$ cat src/hw/rtl/lri_pkg.sv
package lri_pkg;

    localparam int unsigned DATA_W = 16;
    localparam int unsigned CNT_W  = $clog2(DATA_W);

    localparam logic [DATA_W-1:0] LFSR_RESET = 16'd10;
    localparam logic [DATA_W-1:0] TAP_BIT15  = 16'h8000;
    localparam logic [DATA_W-1:0] TAP_BIT14  = 16'h4000;
    localparam logic [DATA_W-1:0] TAP_BIT12  = 16'h1000;
    localparam logic [DATA_W-1:0] TAP_BIT3   = 16'h0008;

    typedef struct packed {
        logic [DATA_W-1:0] range_start;
        logic [DATA_W-1:0] range_stop;
    } in_item_t;

    typedef struct packed {
        logic [DATA_W-1:0] random_value;
        logic [DATA_W-1:0] raw_lfsr;
        logic              range_empty;
    } out_item_t;

    typedef struct packed {
        logic start;
    } mod_ctrl_t;

    typedef struct packed {
        logic busy;
        logic done;
    } mod_stat_t;

    typedef enum logic [1:0] {
        ST_IDLE,
        ST_LOAD,
        ST_DIV,
        ST_DONE
    } state_t;

endpackage

$ cat src/hw/rtl/lri_lfsr.sv
module lri_lfsr
    import lri_pkg::*;
(
    input  logic              aclk,
    input  logic              aresetn,
    input  logic              step,
    output logic [DATA_W-1:0] word
);

    logic [DATA_W-1:0] lfsr_reg;
    logic [DATA_W-1:0] lfsr_next;
    logic [DATA_W-1:0] seed;
    logic              fb;

    always_comb begin
        // an all-zero word would lock up, so it restarts from one
        seed = (lfsr_reg == '0) ? {{(DATA_W-1){1'b0}}, 1'b1} : lfsr_reg;
        fb   = (|(seed & TAP_BIT15)) ^ (|(seed & TAP_BIT14))
             ^ (|(seed & TAP_BIT12)) ^ (|(seed & TAP_BIT3));
        lfsr_next = step ? {seed[DATA_W-2:0], fb} : lfsr_reg;
    end

    always_ff @(posedge aclk) begin
        if (!aresetn) begin
            lfsr_reg <= LFSR_RESET;
        end else begin
            lfsr_reg <= lfsr_next;
        end
    end

    assign word = lfsr_reg;

endmodule

$ cat src/hw/rtl/lri_mod_unit.sv
module lri_mod_unit
    import lri_pkg::*;
(
    input  logic              aclk,
    input  logic              aresetn,
    input  mod_ctrl_t         ctrl,
    input  logic [DATA_W-1:0] dividend,
    input  logic [DATA_W-1:0] divisor,
    output mod_stat_t         stat,
    output logic [DATA_W-1:0] remainder
);

    localparam logic [CNT_W-1:0] LAST_STEP = CNT_W'(DATA_W - 1);

    logic [DATA_W-1:0] rem_reg, rem_next;
    logic [DATA_W-1:0] dvd_reg, dvd_next;
    logic [DATA_W-1:0] dsr_reg, dsr_next;
    logic [CNT_W-1:0]  cnt_reg, cnt_next;
    logic              busy_reg, busy_next;
    logic              done_reg, done_next;
    logic [DATA_W:0]   trial;
    logic [DATA_W+1:0] diff;

    // one restoring remainder step per cycle, MSB of the dividend first
    always_comb begin
        trial     = {rem_reg, dvd_reg[DATA_W-1]};
        diff      = {1'b0, trial} - {2'b00, dsr_reg};
        rem_next  = rem_reg;
        dvd_next  = dvd_reg;
        dsr_next  = dsr_reg;
        cnt_next  = cnt_reg;
        busy_next = busy_reg;
        done_next = 1'b0;
        if (ctrl.start) begin
            rem_next  = '0;
            dvd_next  = dividend;
            dsr_next  = divisor;
            cnt_next  = '0;
            busy_next = 1'b1;
        end else if (busy_reg) begin
            rem_next = diff[DATA_W+1] ? trial[DATA_W-1:0] : diff[DATA_W-1:0];
            dvd_next = {dvd_reg[DATA_W-2:0], 1'b0};
            cnt_next = cnt_reg + 1'b1;
            if (cnt_reg == LAST_STEP) begin
                busy_next = 1'b0;
                done_next = 1'b1;
            end
        end
    end

    always_ff @(posedge aclk) begin
        if (!aresetn) begin
            busy_reg <= 1'b0;
            done_reg <= 1'b0;
            cnt_reg  <= '0;
        end else begin
            busy_reg <= busy_next;
            done_reg <= done_next;
            cnt_reg  <= cnt_next;
        end
    end

    always_ff @(posedge aclk) begin
        rem_reg <= rem_next;
        dvd_reg <= dvd_next;
        dsr_reg <= dsr_next;
    end

    assign stat.busy = busy_reg;
    assign stat.done = done_reg;
    assign remainder = rem_reg;

endmodule

$ cat src/hw/rtl/lfsr_random_in_range.sv
// Pseudorandom value in a requested range. Each request steps a 16-bit
// Fibonacci LFSR (taps 15, 14, 12, 3, reset value 10, a zero word restarts
// at one) and returns range_start + (LFSR mod |range_stop - range_start|)
// wrapped to 16 bits, together with the raw LFSR word. When start equals
// stop, range_empty is set and random_value is range_start. One request is
// handled at a time: s_ready is high only while idle, and a request passes
// through a load state, the one-bit-per-cycle remainder unit, its done flag
// and the final add before m_valid, and waits longer if the previous result
// has not been taken.
module lfsr_random_in_range
    import lri_pkg::*;
(
    input  logic      aclk,
    input  logic      aresetn,
    input  logic      s_valid,
    output logic      s_ready,
    input  in_item_t  s_data,
    output logic      m_valid,
    input  logic      m_ready,
    output out_item_t m_data
);

    state_t            state_reg, state_next;
    logic [DATA_W-1:0] start_reg, start_next;
    logic [DATA_W-1:0] span_reg, span_next;
    logic              empty_reg, empty_next;
    logic              m_valid_reg, m_valid_next;
    out_item_t         out_reg, out_next;

    logic              accept;
    logic              out_free;
    logic              lfsr_step;
    logic [DATA_W-1:0] lfsr_word;
    logic [DATA_W-1:0] remainder;
    mod_ctrl_t         mod_ctrl;
    mod_stat_t         mod_stat;

    assign accept   = s_valid && s_ready;
    assign out_free = !m_valid_reg || m_ready;

    lri_lfsr u_lfsr (
        .aclk    (aclk),
        .aresetn (aresetn),
        .step    (lfsr_step),
        .word    (lfsr_word)
    );

    lri_mod_unit u_mod (
        .aclk      (aclk),
        .aresetn   (aresetn),
        .ctrl      (mod_ctrl),
        .dividend  (lfsr_word),
        .divisor   (span_reg),
        .stat      (mod_stat),
        .remainder (remainder)
    );

    // next state
    always_comb begin
        state_next = state_reg;
        unique case (state_reg)
            ST_IDLE: if (s_valid) state_next = ST_LOAD;
            ST_LOAD: state_next = ST_DIV;
            ST_DIV:  if (mod_stat.done) state_next = ST_DONE;
            ST_DONE: if (out_free) state_next = ST_IDLE;
            default: state_next = ST_IDLE;
        endcase
    end

    // outputs and datapath
    always_comb begin
        s_ready        = 1'b0;
        lfsr_step      = 1'b0;
        mod_ctrl.start = 1'b0;
        start_next     = start_reg;
        span_next      = span_reg;
        empty_next     = empty_reg;
        out_next       = out_reg;
        m_valid_next   = m_valid_reg && !m_ready;
        unique case (state_reg)
            ST_IDLE: begin
                s_ready = 1'b1;
                if (s_valid) begin
                    lfsr_step  = 1'b1;
                    start_next = s_data.range_start;
                    span_next  = (s_data.range_stop >= s_data.range_start)
                               ? s_data.range_stop - s_data.range_start
                               : s_data.range_start - s_data.range_stop;
                    empty_next = (s_data.range_stop == s_data.range_start);
                end
            end
            ST_LOAD: mod_ctrl.start = 1'b1;
            ST_DIV:  ;
            ST_DONE: begin
                if (out_free) begin
                    out_next.random_value = empty_reg ? start_reg : start_reg + remainder;
                    out_next.raw_lfsr     = lfsr_word;
                    out_next.range_empty  = empty_reg;
                    m_valid_next          = 1'b1;
                end
            end
            default: ;
        endcase
    end

    always_ff @(posedge aclk) begin
        if (!aresetn) begin
            state_reg   <= ST_IDLE;
            m_valid_reg <= 1'b0;
        end else begin
            state_reg   <= state_next;
            m_valid_reg <= m_valid_next;
        end
    end

    always_ff @(posedge aclk) begin
        start_reg <= start_next;
        span_reg  <= span_next;
        empty_reg <= empty_next;
        out_reg   <= out_next;
    end

    assign m_valid = m_valid_reg;
    assign m_data  = out_reg;

`ifndef SYNTHESIS
    a_accept_loads: assert property (@(posedge aclk) disable iff (!aresetn)
        accept |=> (state_reg == ST_LOAD) && mod_stat.busy == 1'b0)
        else $error("accepted request did not move to load");

    a_done_in_div: assert property (@(posedge aclk) disable iff (!aresetn)
        mod_stat.done |-> (state_reg == ST_DIV))
        else $error("remainder done outside divide state");

    a_busy_in_div: assert property (@(posedge aclk) disable iff (!aresetn)
        mod_stat.busy |-> (state_reg == ST_DIV))
        else $error("remainder unit busy outside divide state");

    a_lfsr_nonzero: assert property (@(posedge aclk) disable iff (!aresetn)
        m_valid |-> (m_data.raw_lfsr != '0))
        else $error("raw LFSR word is zero");
`endif

endmodule

$ cat config.mk
export PLATFORM = sky130hd
export DESIGN_NAME = lfsr_random_in_range
export DESIGN_NICKNAME = d
export VERILOG_FILES = /design/src/hw/rtl/lri_pkg.sv /design/src/hw/rtl/lri_lfsr.sv /design/src/hw/rtl/lri_mod_unit.sv /design/src/hw/rtl/lfsr_random_in_range.sv
export SDC_FILE = /design/constraint.sdc
export NUM_CORES = 1
export LEC_CHECK = 0
export ABC_AREA = 1
export ABC_CLOCK_PERIOD_IN_PS = 5300
export BUFFER_PORTS_ARGS = -buffer_cell sky130_fd_sc_hd__buf_2
export CORE_MARGIN = 2
export CORE_UTILIZATION = 40
export CTS_BUF_LIST = sky130_fd_sc_hd__clkbuf_16
export DETAILED_ROUTE_END_ITERATION = 10
export PLACE_DENSITY_LB_ADDON = 0.25
export SYNTH_ARGS = -nofsm -noshare
export SYNTH_HDL_FRONTEND = slang
export SYNTH_SLANG_ARGS = --single-unit
$ cat constraint.sdc
create_clock -name aclk -period 5.3 [get_ports aclk]
set_clock_uncertainty 0.1 [all_clocks]
set_input_delay 0.53 -clock aclk [delete_from_list [all_inputs] [get_ports aclk]]
set_output_delay 0.53 -clock aclk [all_outputs]
set_load 0.02 [all_outputs]
==> reports/metrics.cfg <==
[synth]
yosys-top-cells-area=edfxtp_1 (32%), nand2_1 (13%), ha_1 (9.2%)
async_flop_share=0
synth_seq_cells=139
synth_edf_count=98
synth_ff_type=edfxtp_1
yosys.area.top_type=edfxtp_1
seq_area_frac_synth=0.414
ys.warnings.count=0
syn-num-nets=1235
syn_avg_cell_area_sq_um=8.06
synth_top_area_share=0.324
yosysUniqueCellTypes=48
syn_area_sq_um=9090
synthCells=1128

[timing]
setup_viol=0
rsz0062_at_grt=false
fmax_mhz=337
drv_slew=0
slew_headroom=0.160
hold_viol=0
period_needed_ns=2.97
post-route-period-util=0.560
tightest_slew_ns=1.25
fin_setup_tns_ns=0

[routing]
wirelength_um=20700
vias_per_cell=4.86
num_vias=7233
antenna_left=0
drtPass1Iterations=5
drt_iter0_drc=516
routedWlPerCell_um=13.9
drc=0

[hold_path]
holdPathStages=1
worstHoldStart=s_data[31]
hp-class=in -> reg
hold-path-endpoint=start_reg[15]

[cells_and_area]
antennaDiodeCount=0
layout-drive-gt1-share=0.136
syn_to_final_growth_pct=11.6
final_cell_count_no_fill=1488
final_common_cell=nand2_1
layout_common_cells=nand2_1 (325), inv_1 (157), edfxtp_1 (98), nand3_1 (90), buf_2 (70)
nets=1297
largest_reg_flops=33
n_fill_cell=2205

[worst_setup_path]
reg2regPathDepth=5
worst-setup-path-type=reg -> reg
r2r_setup_slack_ns=2.33
end_kind=flop
cp_data_required_time_ns=5.52
crit_arrival_ns=3.19
critPathMaxFanout=26
worstReg2RegEnd=u_mod.remainder[0]
critPathLaunchType=flop
worstReg2RegStart=state_reg[1]

[die]
ioPinCount=71
core_sq_um=22500
rows=55
dieArea_sq_um=24000
die_w_um=155
die_h_um=155
initial_utilization=0.404

[clocking]
cts.htree.levels=4
clock_tree.root_cell=clkbuf_16
postCtsSetupRepairBufs=0
numCtsBuffers=17
cts_tree=built
clock_sinks=139
post_cts_resized=0
holdBufCountCts=0
clkLatencyLatePin_ns=0.41
clkTransAtPathRegs_ns=0.07
clk_path_buf_depth=2

[global_routing]
grt_usage=0.178
grt_first_pass_wirelength_um=34000
gr-usage-met2=0.285
first_global_vias=6827
grt_most_used_layer=met2
met1_usage=0.246
antenna_found_initial=0
grt_max_degree=55
grt.met3_usage=0.0280
gr-total-overflow=0

[run_status]
outcome=complete, no violations

[pwr]
power_density_nw_per_um2=448
pwr-share-clk=0.243
power_frac_comb=0.376
power.total_mw=4.54
p_leak_nw=4.87
switching_share=0.397
p_switching_mw=1.80
internal-power_mw=2.74
ir_drop_mv=0.216
sequentialPowerShare=0.381

[run]
drv_cap=0

[place]
place_congestion=0.954
dpl.hpwl_um=16400
portBuffers=70
dp_cells=1456

==> worst max-delay path: stages (launching register included) <==
cell and delay (ns):
dfxtp_1 0.35, inv_1 0.08, ha_1 0.54, nor2_1 0.83, inv_1 0.64, o21ai_0 0.32
==> metal layers <==
layer,part of all wire,vias up
li1,-,3802
met5,0,-
met2,0.45,130
met3,0.037,25
met1,0.49,3276
met4,0.018,0
==> layout make-up <==
cell class	instances	area [sq um]	area share
clock inverter	15	124	0.0122
clock buffer	17	425	0.0419
tap	285	357	0.0351
inverter	161	609	0.0600
timing repair buffer	71	358	0.0353
sequential	139	3760	0.371
multi-input combinational	800	4510	0.445
==> Yosys cell counts (7+ instances only) <==
library cell and instances:
clkbuf_1 11, nor2_1 51, or2_2 7, o21ai_0 50, nor3_1 12, nand3b_1 12
xnor2_1 11, edfxtp_1 98, nand2_2 23, inv_1 157, a21oi_1 69, buf_6 10
ha_1 67, nand4_1 7, xor2_1 21, nand2_4 7, dfxtp_1 41, nand2_1 325
nand3_1 90
==> how the worst max path moves through the flow <==
stage	start	endpoint	depth (start not counted)	slack (ns)
after global routing	state_reg[1]	u_mod.remainder[0]	5	2.06
after CTS	state_reg[1]	u_mod.dvd_reg[4]	4	2.32
final	state_reg[1]	u_mod.remainder[0]	5	2.33
after global placement	state_reg[1]	u_mod.dvd_reg[9]	4	2.42
after detailed placement	state_reg[1]	u_mod.dvd_reg[1]	4	2.35
after floorplan	m_ready	m_data[0]	2	2.58
==> power by group through the flow <==
stage               Sequential (mW)  Clock (mW)  Combinational [mW]
floorplan                      1.71           0                1.31
global placement               1.75           0                1.67
detailed placement             1.75           0                1.69
CTS                            1.73        1.14                1.70
global route                   1.76        1.18                1.94
finish                         1.73        1.11                1.71
==> stage by stage <==
stage | setup slack (ns) | hold slack (ns) | utilization | instance area (sq um)
2_1_floorplan | 2.58 | 0.300 | - | 9090
3_3_place_gp | 2.42 | 0.301 | 0.427 | 9600
3_5_place_dp | 2.35 | 0.305 | 0.427 | 9600
4_1_cts | 2.32 | 0.194 | 0.451 | 10100
5_1_grt | 2.06 | 0.203 | 0.451 | 10100
6_report | 2.33 | 0.214 | 0.451 | 10100
==> cell families (layout without fill, tap and decap cells) <==
| family | after synthesis | in the layout | synth area share |
|---|---|---|---|
| buf+inv | 189 | 264 | 0.0912 |
| fa+ha+maj | 71 | 71 | 0.101 |
| xor+xnor | 32 | 32 | 0.0308 |
| compound gates | 142 | 142 | 0.0868 |
| flops | 139 | 139 | 0.414 |
| simple gates | 555 | 555 | 0.276 |
Power figures use the tool's default switching activity.
